<file path="src/rtl/core/bpc_pkg.sv">
package bpc_pkg;

  typedef enum logic [1:0] {
    KIND_TICK  = 2'd0,
    KIND_FRAME = 2'd1,
    KIND_TRIP  = 2'd2
  } kind_t;

  typedef enum logic [1:0] {
    PHASE_IDLE = 2'd0,
    PHASE_PRE  = 2'd1,
    PHASE_WAIT = 2'd2,
    PHASE_RUN  = 2'd3
  } phase_t;

  typedef enum logic [2:0] {
    CAUSE_NONE      = 3'd0,
    CAUSE_CHARGE    = 3'd1,
    CAUSE_DISCHARGE = 3'd2,
    CAUSE_CELL_OVER = 3'd3,
    CAUSE_CELL_UNDR = 3'd4,
    CAUSE_ESTOP     = 3'd5
  } cause_t;

  localparam int unsigned CFG_IDX_W = 3;

  localparam logic [CFG_IDX_W-1:0] REG_CHARGE_LIM    = 3'd0;
  localparam logic [CFG_IDX_W-1:0] REG_DISCHARGE_LIM = 3'd1;
  localparam logic [CFG_IDX_W-1:0] REG_CELL_OVER     = 3'd2;
  localparam logic [CFG_IDX_W-1:0] REG_CELL_UNDER    = 3'd3;
  localparam logic [CFG_IDX_W-1:0] REG_PRECHARGE_MS  = 3'd4;
  localparam logic [CFG_IDX_W-1:0] REG_BLINK_MS      = 3'd5;
  localparam logic [CFG_IDX_W-1:0] REG_HOLD_MS       = 3'd6;

  localparam logic [15:0] RST_CHARGE_LIM    = 16'hFFEC;  // -20
  localparam logic [15:0] RST_DISCHARGE_LIM = 16'd100;
  localparam logic [15:0] RST_CELL_OVER     = 16'd4;
  localparam logic [15:0] RST_CELL_UNDER    = 16'd2;
  localparam logic [15:0] RST_PRECHARGE_MS  = 16'd3000;
  localparam logic [15:0] RST_BLINK_MS      = 16'd500;
  localparam logic [15:0] RST_HOLD_MS       = 16'd1000;

  localparam logic [10:0] ID_BATT_CURRENT = 11'h6B0;
  localparam logic [10:0] ID_CELL_VOLTAGE = 11'h6B2;

  // contactor bit positions
  localparam logic [2:0] CON_PRE = 3'b001;
  localparam logic [2:0] CON_POS = 3'b010;
  localparam logic [2:0] CON_NEG = 3'b100;

  localparam int unsigned IN_DATA_W  = 80;
  localparam int unsigned OUT_DATA_W = 16;

  typedef struct packed {
    logic signed [15:0] charge_lim;
    logic signed [15:0] discharge_lim;
    logic [15:0]        cell_over;
    logic [15:0]        cell_under;
    logic [15:0]        precharge_ms;
    logic [15:0]        blink_ms;
    logic [15:0]        hold_ms;
  } cfg_t;

  typedef struct packed {
    kind_t       kind;
    logic        estop_level;
    logic [10:0] frame_id;
    logic [63:0] frame_data;
  } item_t;

  typedef struct packed {
    cause_t     fault_cause;
    phase_t     phase;
    logic       fault_active;
    logic       fault_lamp;
    logic       negative_closed;
    logic       positive_closed;
    logic       precharge_closed;
  } result_t;

  function automatic logic [15:0] inc_sat(input logic [15:0] v);
    inc_sat = (v == 16'hFFFF) ? v : v + 16'd1;
  endfunction

endpackage

</file>
<file path="src/rtl/core/battery_protection_controller.sv">
// Battery protection controller.
// Input stream (s_axis_*): one beat per event. tuser carries the event kind
// (tick, CAN frame, e-stop trip edge); tdata carries the e-stop level, the
// CAN identifier and the 8-byte payload. Every beat yields exactly one
// result beat on m_axis_*: contactor drives, lamp, fault flag, phase and
// latched fault cause, as they stand after that event.
// Config port (cfg_*): index selects one of seven 16-bit limit/timer
// registers; always ready. Write only while no beat is in flight.
// Pipeline: a beat accepted on s_axis is registered in the input register, then
// evaluated against the state; the updated state/result registers show on m_axis.
// Throughput: one beat per cycle while m_axis is not stalled, set by the single evaluate-and-update
// stage between the input register and the state/result registers.
// Stall: while m_axis_tready is low the result holds; one further beat can
// wait in the input register, after which s_axis_tready drops.
// Reset (rst, synchronous): all contactors open, phase idle, no fault,
// timers cleared, limits back to their defaults, both stages empty.
module battery_protection_controller (
  input  logic                             clk,
  input  logic                             rst,
  input  logic                             s_axis_tvalid,
  output logic                             s_axis_tready,
  // [0] estop_level, [11:1] frame_id, [75:12] frame_data, [79:76] zero
  input  logic [bpc_pkg::IN_DATA_W-1:0]    s_axis_tdata,
  // [1:0] kind
  input  logic [1:0]                       s_axis_tuser,
  output logic                             m_axis_tvalid,
  input  logic                             m_axis_tready,
  // [0] precharge_closed, [1] positive_closed, [2] negative_closed,
  // [3] fault_lamp, [4] fault_active, [6:5] phase, [9:7] fault_cause, [15:10] zero
  output logic [bpc_pkg::OUT_DATA_W-1:0]   m_axis_tdata,
  input  logic                             cfg_valid,
  output logic                             cfg_ready,
  input  logic [bpc_pkg::CFG_IDX_W-1:0]    cfg_index,
  input  logic [15:0]                      cfg_data
);

  logic              in_valid;
  bpc_pkg::item_t    in_item;
  logic              step;
  bpc_pkg::cfg_t     cfg;
  bpc_pkg::result_t  res;

  assign step          = in_valid && (!m_axis_tvalid || m_axis_tready);
  assign s_axis_tready = !in_valid || step;
  assign cfg_ready     = 1'b1;

  always_ff @(posedge clk) begin
    if (rst) begin
      in_valid <= 1'b0;
    end else if (s_axis_tready) begin
      in_valid <= s_axis_tvalid;
    end
  end

  always_ff @(posedge clk) begin
    if (s_axis_tvalid && s_axis_tready) begin
      in_item.kind        <= bpc_pkg::kind_t'(s_axis_tuser);
      in_item.estop_level <= s_axis_tdata[0];
      in_item.frame_id    <= s_axis_tdata[11:1];
      in_item.frame_data  <= s_axis_tdata[75:12];
    end
  end

  always_ff @(posedge clk) begin
    if (rst) begin
      m_axis_tvalid <= 1'b0;
    end else if (step) begin
      m_axis_tvalid <= 1'b1;
    end else if (m_axis_tready) begin
      m_axis_tvalid <= 1'b0;
    end
  end

  bpc_cfg_regs u_cfg (
    .clk      (clk),
    .rst      (rst),
    .wr_en    (cfg_valid && cfg_ready),
    .wr_index (cfg_index),
    .wr_data  (cfg_data),
    .cfg      (cfg)
  );

  bpc_core u_core (
    .clk  (clk),
    .rst  (rst),
    .step (step),
    .item (in_item),
    .cfg  (cfg),
    .res  (res)
  );

  assign m_axis_tdata = {6'd0, res};

endmodule

</file>
<file path="src/rtl/core/bpc_cfg_regs.sv">
module bpc_cfg_regs (
  input  logic                           clk,
  input  logic                           rst,
  input  logic                           wr_en,
  input  logic [bpc_pkg::CFG_IDX_W-1:0]  wr_index,
  input  logic [15:0]                    wr_data,
  output bpc_pkg::cfg_t                  cfg
);

  always_ff @(posedge clk) begin
    if (rst) begin
      cfg.charge_lim    <= bpc_pkg::RST_CHARGE_LIM;
      cfg.discharge_lim <= bpc_pkg::RST_DISCHARGE_LIM;
      cfg.cell_over     <= bpc_pkg::RST_CELL_OVER;
      cfg.cell_under    <= bpc_pkg::RST_CELL_UNDER;
      cfg.precharge_ms  <= bpc_pkg::RST_PRECHARGE_MS;
      cfg.blink_ms      <= bpc_pkg::RST_BLINK_MS;
      cfg.hold_ms       <= bpc_pkg::RST_HOLD_MS;
    end else if (wr_en) begin
      case (wr_index)
        bpc_pkg::REG_CHARGE_LIM:    cfg.charge_lim    <= wr_data;
        bpc_pkg::REG_DISCHARGE_LIM: cfg.discharge_lim <= wr_data;
        bpc_pkg::REG_CELL_OVER:     cfg.cell_over     <= wr_data;
        bpc_pkg::REG_CELL_UNDER:    cfg.cell_under    <= wr_data;
        bpc_pkg::REG_PRECHARGE_MS:  cfg.precharge_ms  <= wr_data;
        bpc_pkg::REG_BLINK_MS:      cfg.blink_ms      <= wr_data;
        bpc_pkg::REG_HOLD_MS:       cfg.hold_ms       <= wr_data;
        default: ;
      endcase
    end
  end

endmodule

</file>
<file path="src/rtl/core/bpc_core.sv">
module bpc_core (
  input  logic             clk,
  input  logic             rst,
  input  logic             step,
  input  bpc_pkg::item_t   item,
  input  bpc_pkg::cfg_t    cfg,
  output bpc_pkg::result_t res
);

  logic             fault_flag, fault_flag_next;
  bpc_pkg::cause_t  cause_reg, cause_reg_next;
  bpc_pkg::phase_t  phase_reg, phase_reg_next;
  logic [2:0]       contactor_bits, contactor_bits_next;
  logic             lamp_reg, lamp_reg_next;
  logic [15:0]      wait_timer, wait_timer_next;
  logic [15:0]      blink_timer, blink_timer_next;
  logic [15:0]      hold_timer, hold_timer_next;
  logic             holding_flag, holding_flag_next;

  logic [15:0]        blink_inc;
  logic [15:0]        hold_inc;
  logic [15:0]        wait_inc;
  logic signed [15:0] batt_current;
  logic [15:0]        cell_high;
  logic [15:0]        cell_low;
  logic               frame_fault;
  bpc_pkg::cause_t    frame_cause;

  assign blink_inc    = bpc_pkg::inc_sat(blink_timer);
  assign hold_inc     = bpc_pkg::inc_sat(hold_timer);
  assign wait_inc     = bpc_pkg::inc_sat(wait_timer);
  assign batt_current = item.frame_data[63:48];
  assign cell_high    = item.frame_data[63:48];
  assign cell_low     = item.frame_data[39:24];

  // frame decode: current checked charge first, cells checked high first
  always_comb begin
    frame_fault = 1'b0;
    frame_cause = bpc_pkg::CAUSE_NONE;
    if (item.frame_id == bpc_pkg::ID_BATT_CURRENT) begin
      if (batt_current < cfg.charge_lim) begin
        frame_fault = 1'b1;
        frame_cause = bpc_pkg::CAUSE_CHARGE;
      end else if (batt_current > cfg.discharge_lim) begin
        frame_fault = 1'b1;
        frame_cause = bpc_pkg::CAUSE_DISCHARGE;
      end
    end else if (item.frame_id == bpc_pkg::ID_CELL_VOLTAGE) begin
      if (cell_high > cfg.cell_over) begin
        frame_fault = 1'b1;
        frame_cause = bpc_pkg::CAUSE_CELL_OVER;
      end else if (cell_low <= cfg.cell_under) begin
        frame_fault = 1'b1;
        frame_cause = bpc_pkg::CAUSE_CELL_UNDR;
      end
    end
  end

  always_comb begin
    fault_flag_next     = fault_flag;
    cause_reg_next      = cause_reg;
    phase_reg_next      = phase_reg;
    contactor_bits_next = contactor_bits;
    lamp_reg_next       = lamp_reg;
    wait_timer_next     = wait_timer;
    blink_timer_next    = blink_timer;
    hold_timer_next     = hold_timer;
    holding_flag_next   = holding_flag;
    case (item.kind)
      bpc_pkg::KIND_TICK: begin
        blink_timer_next = blink_inc;
        if (fault_flag) begin
          if (blink_inc >= cfg.blink_ms) begin
            lamp_reg_next    = ~lamp_reg;
            blink_timer_next = 16'd0;
          end
          if (!item.estop_level) begin
            if (!holding_flag) begin
              holding_flag_next = 1'b1;
              hold_timer_next   = 16'd0;
            end else begin
              hold_timer_next = hold_inc;
              if (hold_inc > cfg.hold_ms) begin
                fault_flag_next     = 1'b0;
                cause_reg_next      = bpc_pkg::CAUSE_NONE;
                holding_flag_next   = 1'b0;
                hold_timer_next     = 16'd0;
                lamp_reg_next       = 1'b0;
                contactor_bits_next = 3'b000;
                phase_reg_next      = bpc_pkg::PHASE_IDLE;
              end
            end
          end else begin
            holding_flag_next = 1'b0;
          end
        end else begin
          lamp_reg_next = 1'b0;
          case (phase_reg)
            bpc_pkg::PHASE_IDLE: begin
              if (contactor_bits == 3'b000) phase_reg_next = bpc_pkg::PHASE_PRE;
            end
            bpc_pkg::PHASE_PRE: begin
              wait_timer_next = 16'd0;
              if (cfg.precharge_ms == 16'd0) begin
                contactor_bits_next = (contactor_bits | bpc_pkg::CON_NEG | bpc_pkg::CON_POS)
                                      & ~bpc_pkg::CON_PRE;
                phase_reg_next      = bpc_pkg::PHASE_RUN;
              end else begin
                contactor_bits_next = contactor_bits | bpc_pkg::CON_PRE | bpc_pkg::CON_NEG;
                phase_reg_next      = bpc_pkg::PHASE_WAIT;
              end
            end
            bpc_pkg::PHASE_WAIT: begin
              wait_timer_next = wait_inc;
              if (wait_inc >= cfg.precharge_ms) begin
                contactor_bits_next = (contactor_bits | bpc_pkg::CON_POS) & ~bpc_pkg::CON_PRE;
                phase_reg_next      = bpc_pkg::PHASE_RUN;
              end
            end
            default: ;
          endcase
        end
      end
      bpc_pkg::KIND_FRAME: begin
        if (frame_fault && !fault_flag) begin
          fault_flag_next = 1'b1;
          cause_reg_next  = frame_cause;
        end
      end
      bpc_pkg::KIND_TRIP: begin
        contactor_bits_next = contactor_bits & ~(bpc_pkg::CON_POS | bpc_pkg::CON_NEG);
        if (!fault_flag) begin
          fault_flag_next = 1'b1;
          cause_reg_next  = bpc_pkg::CAUSE_ESTOP;
        end
      end
      default: ;
    endcase
  end

  always_ff @(posedge clk) begin
    if (rst) begin
      fault_flag     <= 1'b0;
      cause_reg      <= bpc_pkg::CAUSE_NONE;
      phase_reg      <= bpc_pkg::PHASE_IDLE;
      contactor_bits <= 3'b000;
      lamp_reg       <= 1'b0;
      wait_timer     <= 16'd0;
      blink_timer    <= 16'd0;
      hold_timer     <= 16'd0;
      holding_flag   <= 1'b0;
    end else if (step) begin
      fault_flag     <= fault_flag_next;
      cause_reg      <= cause_reg_next;
      phase_reg      <= phase_reg_next;
      contactor_bits <= contactor_bits_next;
      lamp_reg       <= lamp_reg_next;
      wait_timer     <= wait_timer_next;
      blink_timer    <= blink_timer_next;
      hold_timer     <= hold_timer_next;
      holding_flag   <= holding_flag_next;
    end
  end

  // the state registers double as the result register
  always_comb begin
    res.precharge_closed = contactor_bits[0];
    res.positive_closed  = contactor_bits[1];
    res.negative_closed  = contactor_bits[2];
    res.fault_lamp       = lamp_reg;
    res.fault_active     = fault_flag;
    res.phase            = phase_reg;
    res.fault_cause      = cause_reg;
  end

endmodule

</file>
<file path="config.mk">
export PLATFORM = sky130hd
export DESIGN_NAME = battery_protection_controller
export DESIGN_NICKNAME = d
export VERILOG_FILES = /design/src/rtl/core/bpc_pkg.sv /design/src/rtl/core/battery_protection_controller.sv /design/src/rtl/core/bpc_cfg_regs.sv /design/src/rtl/core/bpc_core.sv
export SDC_FILE = /design/constraint.sdc
export NUM_CORES = 1
export LEC_CHECK = 0
export CORE_MARGIN = 2
export CORE_UTILIZATION = 56
export CTS_CLUSTER_SIZE = 20
export DETAILED_ROUTE_END_ITERATION = 12
export DONT_BUFFER_PORTS = 1
export GPL_TIMING_DRIVEN = 0
export PLACE_DENSITY = 0.71
export SYNTH_ARGS = -nofsm -noshare
export SYNTH_HDL_FRONTEND = slang
export SYNTH_SLANG_ARGS = --single-unit
</file>
<file path="constraint.sdc">
create_clock -name clk -period 4.25 [get_ports clk]
set_clock_uncertainty 0.05 [all_clocks]
set_input_delay 0 -clock clk [delete_from_list [all_inputs] [get_ports clk]]
set_output_delay 0 -clock clk [all_outputs]
set_load 0.005 [all_outputs]
</file>
==> results of run 1 <==
==> cells in the mapped netlist (11+ instances only) <==
master and instances:
sky130_fd_sc_hd__and3_1 12, sky130_fd_sc_hd__nand2_1 271, sky130_fd_sc_hd__edfxtp_1 46, sky130_fd_sc_hd__nand3_1 43, sky130_fd_sc_hd__a21oi_1 147, sky130_fd_sc_hd__clkbuf_1 43
sky130_fd_sc_hd__o211ai_1 46, sky130_fd_sc_hd__nor4_1 11, sky130_fd_sc_hd__xnor2_1 26, sky130_fd_sc_hd__dfxtp_1 173, sky130_fd_sc_hd__o21ai_0 22, sky130_fd_sc_hd__ha_1 121
sky130_fd_sc_hd__a31oi_1 11, sky130_fd_sc_hd__nand4_1 30, sky130_fd_sc_hd__nand2b_1 14, sky130_fd_sc_hd__inv_1 123, sky130_fd_sc_hd__nor3_1 22, sky130_fd_sc_hd__nor2b_1 11
sky130_fd_sc_hd__nor2_1 62, sky130_fd_sc_hd__a22oi_1 14, sky130_fd_sc_hd__a21o_1 21
==> area by class of cell <==
class | instances | area [µm²] | share of cell area
diodes | 3 | 7.51 | 0.000528
plain buffers | 63 | 313 | 0.0220
clock buffers | 30 | 696 | 0.0489
clock inverters | 14 | 203 | 0.0143
inverters | 124 | 465 | 0.0327
multi-input cells | 1008 | 6470 | 0.455
flip-flops and latches | 219 | 4850 | 0.341
well taps | 275 | 344 | 0.0242
repair buffers | 89 | 873 | 0.0614
==> through the flow <==
| step | total power (W) | std cells | TNS [ns] | cell area (µm²) |
|---|---|---|---|---|
| floorplan | 0.00246 | 1414 | 0 | 12000 |
| global placement | 0.00253 | 1689 | -0.836 | 12400 |
| detailed placement | 0.00255 | 1690 | -1.45 | 12400 |
| CTS | 0.00495 | 1813 | 0 | 14100 |
| global route | 0.00510 | 1822 | -0.00910 | 14200 |
| finish | 0.00495 | 1825 | 0 | 14200 |
==> repair_timing <==
item / 4_1_cts / 5_1_grt
gates cloned: 0 / 0
hold buffers: 77 / 0
endpoints found under the setup margin: 16 / 35
pin swaps: 2 / 11
setup buffers: 2 / 9
resized for setup: 4 / 15
hold endpoints to repair: 171 / 0
==> critical path, cell delays in order (launching register included) <==
cell                      delay, ns
sky130_fd_sc_hd__dfxtp_1       0.30
sky130_fd_sc_hd__buf_4         0.14
sky130_fd_sc_hd__and4_4        0.25
sky130_fd_sc_hd__nand4_4       0.14
sky130_fd_sc_hd__nor3_4        0.27
sky130_fd_sc_hd__nand3_4       0.12
sky130_fd_sc_hd__and2_4        0.20
sky130_fd_sc_hd__and3_1        0.20
sky130_fd_sc_hd__xor2_1        0.17
sky130_fd_sc_hd__ha_1          0.30
sky130_fd_sc_hd__nand4_1       0.13
sky130_fd_sc_hd__or3_1         0.38
sky130_fd_sc_hd__a21o_1        0.19
sky130_fd_sc_hd__a31oi_4       0.23
sky130_fd_sc_hd__nand4_1       0.23
sky130_fd_sc_hd__a22o_1        0.26
sky130_fd_sc_hd__a21o_4        0.21
sky130_fd_sc_hd__mux2_4        0.29
==> metal layers <==
layer	routed length, µm	share of wire
met5	0	0
met4	1160	0.035
met3	3020	0.090
met2	15800	0.47
met1	13600	0.41
==> power groups by stage <==
stage,clock network [W],registers (W),logic [W]
after CTS,0.00236,0.00222,0.000372
after global routing,0.00245,0.00222,0.000425
after floorplan,0,0.00225,0.000211
after detailed placement,0,0.00226,0.000282
after global placement,0,0.00226,0.000271
final,0.00235,0.00222,0.000383
==> logic make-up after synthesis <==
kind of cell	after synthesis	share of synthesized area
multiplexers	15	0.0141
XOR/XNOR	36	0.0263
other	2	0.000626
buffers and inverters	187	0.0645
AND/OR/NAND/NOR	515	0.199
adder cells (fa/ha/maj)	121	0.126
AO/OA/AOI/OAI	314	0.165
flip-flops	219	0.404
==> layout by cell type, fill, tap and decap left out, types with 5 or more instances in the layout <==
| cell | instances |
|---|---|
| sky130_fd_sc_hd__a21o_1 | 21 |
| sky130_fd_sc_hd__a21oi_1 | 145 |
| sky130_fd_sc_hd__a22oi_1 | 14 |
| sky130_fd_sc_hd__a31oi_1 | 10 |
| sky130_fd_sc_hd__and2_1 | 6 |
| sky130_fd_sc_hd__and3_1 | 12 |
| sky130_fd_sc_hd__and4_1 | 8 |
| sky130_fd_sc_hd__buf_2 | 6 |
| sky130_fd_sc_hd__buf_4 | 21 |
| sky130_fd_sc_hd__bufinv_16 | 5 |
| sky130_fd_sc_hd__clkbuf_1 | 43 |
| sky130_fd_sc_hd__clkbuf_16 | 26 |
| sky130_fd_sc_hd__clkbuf_8 | 5 |
| sky130_fd_sc_hd__conb_1 | 7 |
| sky130_fd_sc_hd__dfxtp_1 | 172 |
| sky130_fd_sc_hd__dlygate4sd3_1 | 77 |
| sky130_fd_sc_hd__edfxtp_1 | 46 |
| sky130_fd_sc_hd__ha_1 | 121 |
| sky130_fd_sc_hd__inv_1 | 123 |
| sky130_fd_sc_hd__mux2_2 | 7 |
| sky130_fd_sc_hd__mux2i_1 | 6 |
| sky130_fd_sc_hd__nand2_1 | 271 |
| sky130_fd_sc_hd__nand2b_1 | 14 |
| sky130_fd_sc_hd__nand3_1 | 43 |
| sky130_fd_sc_hd__nand4_1 | 30 |
| sky130_fd_sc_hd__nor2_1 | 62 |
| sky130_fd_sc_hd__nor2b_1 | 11 |
| sky130_fd_sc_hd__nor3_1 | 22 |
| sky130_fd_sc_hd__nor4_1 | 11 |
| sky130_fd_sc_hd__o211ai_1 | 46 |
| sky130_fd_sc_hd__o21ai_0 | 20 |
| sky130_fd_sc_hd__xnor2_1 | 26 |
| sky130_fd_sc_hd__xor2_1 | 10 |
==> how the worst max path moves through the flow <==
stage	endpoint	slack (ns)	depth (start not counted)
2_1_floorplan	u_core.cause_reg[1]$_SDFFE_PP0P_	0.30	17
3_3_place_gp	u_core.cause_reg[1]$_SDFFE_PP0P_	-0.16	17
3_5_place_dp	u_core.cause_reg[1]$_SDFFE_PP0P_	-0.18	16
4_1_cts	u_core.blink_timer[6]$_SDFFE_PP0P_	0.04	18
5_1_grt	u_core.cause_reg[1]$_SDFFE_PP0P_	-0.009	17
6_report	u_core.cause_reg[1]$_SDFFE_PP0P_	0.09	17
==> results.md, run 1 <==
- The run finished with clean final reports.
- The global-route wire length before repair is 52.5 mm.
- Summed over all nets, the switching power comes to 0.00115 W.
- The area added between synthesis and finish is 18.5%.
- The hold-critical path endpoint is u_core.lamp_reg$_SDFFE_PP0P_.
- At the pin with the least slew margin, the transition time is 0.748 ns.
- Yosys printed 0 warnings.
- The clock root buffer is sky130_fd_sc_hd__clkbuf_16.
- The endpoint class of the critical path is a flip-flop.
- The floorplan die area is 22600 µm².
- In this run the worst path has a maximum fanout of 8.
- The hold violation total from the final report is 0.
- The worst min-delay path category is input pin to flip-flop.
- The combinational fraction of design power is 0.077.
- After detailed routing, the total wire length is 33.6 mm.
- The via count normalized by instance count is 5.78.
- The worst hold-check slack is 0.0393 ns.
- The global-route met1 utilization is 0.376.
- The via count of the first global-routing pass was 10200.
- The largest register by flop count is u_cfg.cfg.
- The remaining max-slew budget at the tightest pin is 0.501.
- Counting instances, the worst hold path has a depth of 4.
- The register bit total from synthesis is 219.
- The final weighted congestion in routability-driven placement is 0.853.
- The maximum level of the CTS H-tree is 1.
- The wire length per cell is 18.4 µm.
- The share of final-layout standard cells stronger than drive strength 1 is 0.0724.
- Dividing the synthesized area by the synthesized cell count gives 8.52 µm².
- The width of the die is 150 µm.
- The final design utilization is 0.676.
- The synthesized netlist cell count is 1409.
- The height of the chip is around 150 µm.
- The number of cells traversed by the worst register-to-register path is 17.
- For this configuration, the core starts out at a cell density of 0.571.
- For met3 alone, demand over resource in global routing was 0.0764.
- After detailed routing, the number of remaining DRC violations is 0.
- The startpoint identified for the worst hold timing path is m_axis_tready.
- The share of total power in the clock network is 0.474.
- For this run, the total global-route usage over all layers was measured as 0.301.
- The tool flagged a number of max-cap violations equal to 0.
- Of the total power, registers draw 0.449.
- Timing analysis after detailed placement gives a worst setup slack of -0.182 ns.
- Summed over all cells, the static leakage comes to around 5.6 nW.
- The remaining global-route overflow is 0.
- The number of antenna violations at the first check in global routing is 0.
- Entering global routing, the biggest net connects 45 pins.
- The core area is approximately 21000 µm².
- Yosys mapped a number of flops with a built-in enable equal to 46.
- The violation count after the first detailed-routing iteration is 669.
- The setup-violating endpoint count in the final report is 0.
- The clock period minus worst slack is between 4 and 5 ns.
- The synthesized area is 12000 µm².
- The number of port buffers is 0.
- The share of synthesized area in the top cell type comes to 0.289.
- The register with the most flip-flops in the layout has approximately 110 of them.
- The cell internal power dissipation is ~0.0038 W.
- The arrival time of data at the critical path endpoint is 4.53 ns.
- The tree built by TritonCTS fans out to 219 sinks.
- In the final layout, the registers with the most flip-flops are u_cfg.cfg (112), in_item (46).
- The number of buffers created by CTS is 24.
- The worst reg2reg path startpoint is u_core.hold_timer[3]$_SDFFE_PP0P_.
- After legalization and detailed placement, the total HPWL measured 23.1 mm.
- For this run, asynchronously set or reset flops after synthesis account for 0.
- The met2 layer usage reported by global route is 0.499.
- The worst setup path startpoint is u_core.hold_timer[3]$_SDFFE_PP0P_.
- The proportion of synthesized chip area in sequential cells is 0.404.
- The floorplan has between 50 and 60 rows.
- The net count reported at finish is around 1800.
- The top achievable clock speed is ~240 MHz.
- The terminus of the critical flop-to-flop path is u_core.cause_reg[1]$_SDFFE_PP0P_.
- The post-route fraction of the period consumed by the critical path is 0.979.
- For the worst setup path, the data required time is 4.62 ns.
- Of the total power, the share spent switching nets is 0.233.
- After synthesis, the cell types taking the most area are sky130_fd_sc_hd__dfxtp_1, sky130_fd_sc_hd__ha_1, sky130_fd_sc_hd__edfxtp_1, sky130_fd_sc_hd__nand2_1, sky130_fd_sc_hd__a21oi_1.
- Among all flip-flop cells after synthesis, the most frequent one is sky130_fd_sc_hd__dfxtp_1.
- The layer flagged by global routing as most heavily used is met2.
- The peak supply drop is between 0.3 and 0.4 mV.
- The routed layout has ~11000 vias.
- The length of the first detailed-routing pass in iterations is 5.
- The cell taking the most area after synthesis is sky130_fd_sc_hd__dfxtp_1.
- The worst setup path category is flip-flop to flip-flop.
- The critical path launch point type is a flip-flop.
- After synthesis, the netlist uses 79 different library cells.
- The CTS tree is done.
- The final-report max-slew violation count is 0.
- The later pin in the worst-skew pair is clocked with a latency of around 0.52 ns.
- The final worst-path setup slack is between 0.08 and 0.09 ns.
- Dividing total power by cell area gives a power density of 348 nW/µm².
- Across all register-to-register paths, the minimum setup slack is 0.09 ns.
- The count of nets left with antenna violations once routing finished came out at 0.
- After clock tree synthesis, the clock-pin slew on the worst setup and hold paths is about 0.060 ns.
- In this run the count of I/O pins placed on the die edge is 125.
- The fill cell instance count of the final layout is 1676.
- The clock passes through at most 3 buffers.
Power figures use the tool's default switching activity.
==> run 2: changes to the inputs <==
--- a/config.mk
+++ b/config.mk
@@ -7,6 +7,7 @@
 export LEC_CHECK = 0
 export CORE_MARGIN = 2
 export CORE_UTILIZATION = 56
+export CTS_BUF_LIST = sky130_fd_sc_hd__clkbuf_8 sky130_fd_sc_hd__clkbuf_16
 export CTS_CLUSTER_SIZE = 20
 export DETAILED_ROUTE_END_ITERATION = 12
 export DONT_BUFFER_PORTS = 1
==> constraint.sdc (replaced) <==
create_clock -name clk -period 4.6 [get_ports clk]
set_clock_uncertainty 0.05 [all_clocks]
set_input_delay 0 -clock clk [delete_from_list [all_inputs] [get_ports clk]]
set_output_delay 0 -clock clk [all_outputs]
set_load 0.005 [all_outputs]
==> run 2 against run 1 <==
Compared with the run above:
- critical path depth shrank 1
- combinational power decreased by 7.6%
- global-route usage shrank 0.067 points
- total power is 7.7% lower
- final area fell by 0.83%
- first-iteration DRC count up 6.9%
==> results.md, run 2 (synthesis gave the netlist of run 1 again) <==
- The clock sink count is 219.
- In the final layout, the registers with the most flip-flops are u_cfg.cfg (112), in_item (46).
- The critical path contains buffers and inverters numbering 0 combined.
- The leakage power total is 5.58 nW.
- The fill cell instance count of the final layout is 1687.
- After the last flow step, the layout net total stands at 1747.
- The commonest non-fill, non-tap cell in the layout is sky130_fd_sc_hd__nand2_1.
- The routed layout has 10600 vias.
- Of the cells placed in the final design, the portion with a size suffix greater than 1 is 0.0631.
- The hold violation total from the final report is 0.
- The post-route fraction of the period consumed by the critical path is 0.955.
- The power per cell area is 324 nW/µm².
- The multi-input gate area in the final layout is 6420 µm².
- Once detailed placement completed, the half-perimeter wirelength came to 23.1 mm.
- The largest single stage delay on the critical path is between 0.4 and 0.5 ns.
- The CTS tree is done.
- The clock root buffer is sky130_fd_sc_hd__clkbuf_16.
- The floorplan die area is 22600 µm².
- The critical path's slowest cell is sky130_fd_sc_hd__dfxtp_1.
- The maximum number of pins on one net before global-route repair is 45.
- Setup repair after global routing left no endpoint under its margin.
- In this run the deepest clock path goes through 3 buffers.
- Counting flops per register, the top entry is u_cfg.cfg.
- The region available for standard cell placement spans 21000 µm².
- The clock period minus worst slack is 4.39 ns.
- The violation count after the first detailed-routing iteration is 715.
- The arrival time of data at the critical path endpoint is 4.73 ns.
- The worst-margin pin slew is roughly 0.74 ns.
- The tightest hold path in the finished design has a slack of 0.0193 ns.
- The cell type with the highest occurrence count on the critical path is sky130_fd_sc_hd__nand4_1.
- The height of the chip is between 150 and 200 µm.
- The number of port buffers is 0.
- The flow ran to the end, and the final reports show no timing, DRC or antenna violations.
- The effective utilization at floorplan is 0.571.
- The worst min-delay path category is input pin to flip-flop.
- CTS built an H-tree with a depth of 1.
- The top-level I/O count is about 130.
- At the end of the flow the core is filled with cells to 0.671.
- The global-route wire length before repair is around 52 mm.
- The area growth from synthesis to layout is 17.5%.
- The clock-pin slew reported for the worst setup and hold paths after clock tree synthesis is 0.06 ns.
- After routing, the total negative slack on setup checks comes to 0 ns.
- In this run the remaining antenna-violating nets after routing total 0.
- The length of the first detailed-routing pass in iterations is 5.
- The wire length per cell is 18.4 µm.
- The number of antenna violations at the first check in global routing is 0.
- The tool flagged a number of max-cap violations equal to 0.
- The top achievable clock speed is approximately 230 MHz.
- In the layout the commonest cells are sky130_fd_sc_hd__nand2_1, sky130_fd_sc_hd__dfxtp_1, sky130_fd_sc_hd__a21oi_1.
- Setup violations remaining at the end of the flow were counted as 0.
- Clock tree synthesis inserted a total of 24 buffers.
- Headroom to the max-slew limit came out at 0.508.
- After detailed routing, the total wire length is about 33 mm.
- Clock latency on the worst-skew pair, taken at its later pin, is 0.52 ns.
- The DRC violation count after routing is 0.
- The maximum fanout along the worst path is 9.
- For this run, the total global-route usage over all layers was measured as 0.300.
- The worst setup path is of the flip-flop to flip-flop kind.
- The final-report max-slew violation count is 0.
- The congestion estimate from routability-driven global placement came to between 0.8 and 0.9.
- The top cell family by delay on the critical path is simple AND/OR/NAND/NOR gates.
- The worst setup path is launched from a flip-flop.
- Global routing finished with a remaining overflow of 0.
- The endpoint class of the critical path is a flip-flop.
- The critical path data required time is ~4.9 ns.
- The register with the most flip-flops in the layout has approximately 110 of them.
- Registers take 4840 µm².
- The via count of the first global-routing pass is roughly 10000.
- Traced cell by cell, the critical path runs through and4_2 -> nand4_2 -> nor3_4 -> nand3_4 -> and2_4 -> and3_1 -> xor2_1 -> ha_1 -> nand4_1 -> or3_1 -> a21o_1 -> a31oi_4 -> nand4_1 -> a21o_2 -> o311ai_0 -> o41ai_1.
- VDD sags by at most around 0.34 mV.
- The number of cell rows is 53.
- The via count normalized by instance count is 5.82.
- The die is 150 µm wide.
-- run 2: final cells by class --
| class | instances | share of cell area |
|---|---|---|
| clock inverters | 15 | 0.0146 |
| diodes | 3 | 0.000532 |
| multi-input cells | 1008 | 0.456 |
| plain buffers | 63 | 0.0220 |
| well taps | 275 | 0.0244 |
| flip-flops and latches | 219 | 0.344 |
| inverters | 124 | 0.0330 |
| clock buffers | 29 | 0.0491 |
| repair buffers | 80 | 0.0571 |
-- run 2: per-layer routing --
metal | up-vias | GRT usage | share of wire
met1 | 4957 | 0.376 | 0.41
met5 | - | 0 | 0
met2 | 373 | 0.498 | 0.47
met3 | 84 | 0.0761 | 0.085
li1 | 5150 | - | -
met4 | 0 | 0.111 | 0.034
-- run 2: final timing paths --
kind | from | endpoint | slack, ns | cells past startpoint
worst min register to register | u_cfg.cfg[94]$_SDFFE_PP0P_ | u_cfg.cfg[94]$_SDFFE_PP0P_ | 0.40 | 2
worst max register to register | u_core.hold_timer[4]$_SDFFE_PP0P_ | u_core.contactor_bits[0]$_SDFFE_PP0P_ | 0.21 | 16
worst max-delay path | u_core.hold_timer[4]$_SDFFE_PP0P_ | u_core.contactor_bits[0]$_SDFFE_PP0P_ | 0.21 | 16
worst min-delay path | m_axis_tready | u_core.lamp_reg$_SDFFE_PP0P_ | 0.02 | 4
-- run 2: where the power goes --
group | switching, W | total (W) | leakage [nW] | internal [W]
combinational | 0.000216 | 0.000354 | 3.29 | 0.000138
sequential | 0.0000355 | 0.00205 | 1.85 | 0.00202
clock | 0.000814 | 0.00216 | 0.442 | 0.00135
total | 0.00107 | 0.00457 | 5.58 | 0.00350
-- run 2: per-stage QoR --
stage	instances	cell area (µm²)	power (W)	worst slack (ns)
2_1_floorplan	1414	12000	0.00227	0.653
3_3_place_gp	1689	12400	0.00234	0.192
3_5_place_dp	1690	12400	0.00235	0.168
4_1_cts	1811	14100	0.00457	0.130
5_1_grt	1813	14100	0.00471	0.0191
6_report	1816	14100	0.00457	0.206
-- run 2: timing repair --
item                                   CTS  global route
setup buffers                            0             2
setup endpoints to repair                0            13
gates resized for setup                  0             6
hold buffers                            77             0
endpoints found under the hold margin  171             0
-- run 2: tightest hold or removal path, delay by kind of cell --
| family | cells | cell delay, ns |
|---|---|---|
| AOI/OAI and AO/OA | 1 | 0.06 |
| and+or+nand+nor | 3 | 0.48 |
==> run 3: changes to the inputs <==
--- a/config.mk
+++ b/config.mk
@@ -12,7 +12,9 @@
 export DETAILED_ROUTE_END_ITERATION = 12
 export DONT_BUFFER_PORTS = 1
 export GPL_TIMING_DRIVEN = 0
+export HOLD_SLACK_MARGIN = 0.12
 export PLACE_DENSITY = 0.71
+export RECOVER_POWER = 25
 export SYNTH_ARGS = -nofsm -noshare
 export SYNTH_HDL_FRONTEND = slang
 export SYNTH_SLANG_ARGS = --single-unit
==> constraint.sdc (replaced) <==
create_clock -name clk -period 5.2 [get_ports clk]
set_clock_uncertainty 0.05 [all_clocks]
set_input_delay 0 -clock clk [delete_from_list [all_inputs] [get_ports clk]]
set_output_delay 0 -clock clk [all_outputs]
set_load 0.005 [all_outputs]
==> run 3 against run 2 <==
Compared with the run above:
- routed wire length rose by 6.4%
- setup slack improved by 0.44 ns
- utilization rose by 2.3 points
- total power fell by 10%
- non-clock buffer count rose by 50
- worst hold slack improved by 0.20 ns
- final cell count rose by 2.9%
- clock power fell by 11%
- sequential power fell by 11%
- register-to-register slack improved by 0.44 ns
- maximum frequency fell by 3.6%
- highest routed layer unchanged
==> results.md, run 3 (synthesis gave the netlist of run 1 again) <==
- Derived from the worst setup path, the maximum achievable clock frequency is about 220 MHz.
- The number of flip-flops under the largest register name is between 100 and 150.
- In this run the remaining antenna-violating nets after routing total 0.
- Headroom to the max-slew limit came out at 0.517.
- With fillers left out, the area of the finished cells amounts to roughly 15000 µm².
- Power comes to 0.00410 W.
- The DRC violation count after routing is 0.
- The critical path launch point type is a flip-flop.
- The setup-violating endpoint count in the final report is 0.
- The hold violation total from the final report is 0.
- The run finished with clean final reports.
- After detailed routing, the total wire length is approximately 36 mm.
- For the worst setup path, the data arrival time is 4.90 ns.
- Once routing completed, OpenROAD measured the worst setup slack at ~0.64 ns.
- Measured along the x axis, the die boundary spans between 150 and 200 µm.
- The area added between synthesis and finish is 21.5%.
- The smallest clock period supported by the final layout is computed as 4.56 ns.
- After clock tree synthesis, the clock-pin slew on the worst setup and hold paths is 0.06 ns.
- Ranked by flip-flop count, first place goes to u_cfg.cfg.
- The leakage power total is ~5.8 nW.
- For this run, the total global-route usage over all layers was measured as 0.320.
- Setup repair after global routing left no endpoint under its margin.
- For the pin with the worst max-slew slack, the measured transition is 0.717 ns.
- The routed layout has 11000 vias.
- The total of max-cap violations is 0.
- The worst setup path is captured at a flip-flop.
- The number of clock buffers added by TritonCTS is 24.
- The net count reported at finish is 1797.
- The signal on the critical path passes through and4_1 -> nand4_2 -> nor3_4 -> nand3_4 -> and2_4 -> and3_1 -> xor2_1 -> ha_1 -> nand4_1 -> or3_1 -> a21o_1 -> a31oi_2 -> nand4_1 -> a21o_2 -> o311ai_0 -> o41ai_1.
- The path class of the tightest hold or removal check is input pin to flip-flop.
- The peak supply drop is about 0.32 mV.
- Row generation in the floorplan step produced 53 rows.
- Before antenna repair, the detailed router went through 7 iterations.
- The clock root buffer is sky130_fd_sc_hd__clkbuf_16.
- The final-report max-slew violation count is 0.
- The first global-routing pass estimated ~56 mm of wire.
- The maximum number of buffers from clock root to sink is 3.
- The worst setup path category is flip-flop to flip-flop.
- Clock latency on the worst-skew pair, taken at its later pin, is 0.53 ns.
- In the final layout, the registers with the most flip-flops are u_cfg.cfg (112), in_item (46).
- Counting every sink on the clock net gives 219.
- The hold-critical path depth is 4.
- Dividing total power by cell area gives a power density of 281 nW/µm².
- The post-placement setup slack is 0.768 ns.
- The critical path data required time is 5.54 ns.
- The cell type with the highest occurrence count on the critical path is sky130_fd_sc_hd__nand4_1.
- The number of cells traversed by the worst register-to-register path is 16.
- The final-layout setup total negative slack is 0 ns.
- The CTS tree is done.
- In this run the cell area measured after placement is roughly 12000 µm².
- Of all nets on the critical path, the largest fanout is 9.
- Of the available clock period, the critical path in the final layout requires 0.876.
- The floorplan step defined a core boundary enclosing between 20000 and 25000 µm².
- The number of antenna violations at the first check in global routing was 1.
- The commonest non-fill, non-tap cell in the layout is sky130_fd_sc_hd__nand2_1.
- The first routing iteration left 764 violations.
- The maximum number of pins on one net before global-route repair is 45.
- For this run, the slowest stage of the critical path takes 0.43 ns.
- The final weighted congestion in routability-driven placement is approximately 0.85.
- The critical path's slowest cell is sky130_fd_sc_hd__dfxtp_1.
- 125 I/O pins were placed.
- After filler insertion, the fill cell instance count of the layout stands at between 1500 and 2000.
- Leaving out fill and tap cells, the most frequent cells in the layout are sky130_fd_sc_hd__nand2_1, sky130_fd_sc_hd__dfxtp_1, sky130_fd_sc_hd__a21oi_1.
- The via count normalized by instance count is 5.87.
- The remaining global-route overflow is 0.
- The height of the chip is 150 µm.
- The count of instances resized after the clock tree is built is 0.
- The effective utilization at floorplan is 0.571.
- The wire length per cell is 19.0 µm.
- The placed wire-length estimate is 23.1 mm.
- Of the cells placed in the final design, the portion with a size suffix greater than 1 is 0.0573.
- The via count of the first global-routing pass is 10700.
- The floorplan die area is 22600 µm².
- CTS built an H-tree with a depth of 1.
- During placement, the flow inserted port buffers numbering 0.
==> run 3: cell types whose count changed in the layout (fill, tap and decap cells not counted), moves of 2 or more <==
cell                            before  now
sky130_fd_sc_hd__dlygate4sd3_1      77  129
sky130_fd_sc_hd__buf_4              12    8
sky130_fd_sc_hd__clkbuf_4            0    2
sky130_fd_sc_hd__diode_2             3    5
==> run 3: layout make-up <==
| class | count | area, µm² | area share |
|---|---|---|---|
| Timing Repair Buffer | 130 | 1310 | 0.0899 |
| Sequential cell | 219 | 4840 | 0.332 |
| Tap cell | 275 | 344 | 0.0236 |
| Clock buffer | 29 | 692 | 0.0474 |
| Multi-Input combinational cell | 1008 | 6400 | 0.439 |
| Antenna cell | 5 | 12.5 | 0.000858 |
| Buffer | 63 | 309 | 0.0212 |
| Clock inverter | 15 | 206 | 0.0142 |
| Inverter | 124 | 465 | 0.0319 |
==> run 3: per-stage QoR <==
stage                     instances  utilization  hold WS, ns
after floorplan                1414            -       0.0489
after global placement         1689        0.588       0.0489
after detailed placement       1690        0.589       0.0489
after CTS                      1863        0.693        0.191
after global routing           1864        0.693        0.264
final                          1868        0.694        0.219
==> run 3: metal layers <==
metal  share of wire  global-route usage
met1            0.39               0.388
met3           0.095              0.0736
met5               0                   0
met2            0.47               0.543
met4           0.044               0.139
==> run 3: repair_timing <==
item | 4_1_cts | 5_1_grt
endpoints found under the hold margin | 223 | 0
hold buffers | 129 | 0
buffers inserted | 0 | 0
==> run 3: path summary, 6_finish.rpt <==
kind	slack, ns	end	from
setup / recovery	0.64	u_core.contactor_bits[0]$_SDFFE_PP0P_	u_core.hold_timer[4]$_SDFFE_PP0P_
hold / removal	0.22	m_axis_tvalid$_SDFFE_PP0P_	m_axis_tready
setup reg to reg	0.64	u_core.contactor_bits[0]$_SDFFE_PP0P_	u_core.hold_timer[4]$_SDFFE_PP0P_
hold reg to reg	0.40	u_cfg.cfg[94]$_SDFFE_PP0P_	u_cfg.cfg[94]$_SDFFE_PP0P_
==> run 3: where the power goes <==
group | leakage, nW | switching (W) | internal [W]
clock network | 0.442 | 0.000736 | 0.00120
logic | 3.47 | 0.000204 | 0.000147
registers | 1.85 | 0.0000326 | 0.00178
==> run 3: worst max-delay path, delay by kind of cell, from the launching register on <==
kind | cells | cell delay (ns)
and+or+nand+nor | 9 | 2.30
DFF | 1 | 0.43
adders and majority gates | 1 | 0.30
AOI/OAI and AO/OA | 5 | 1.19
xor gates and xnor gates | 1 | 0.17
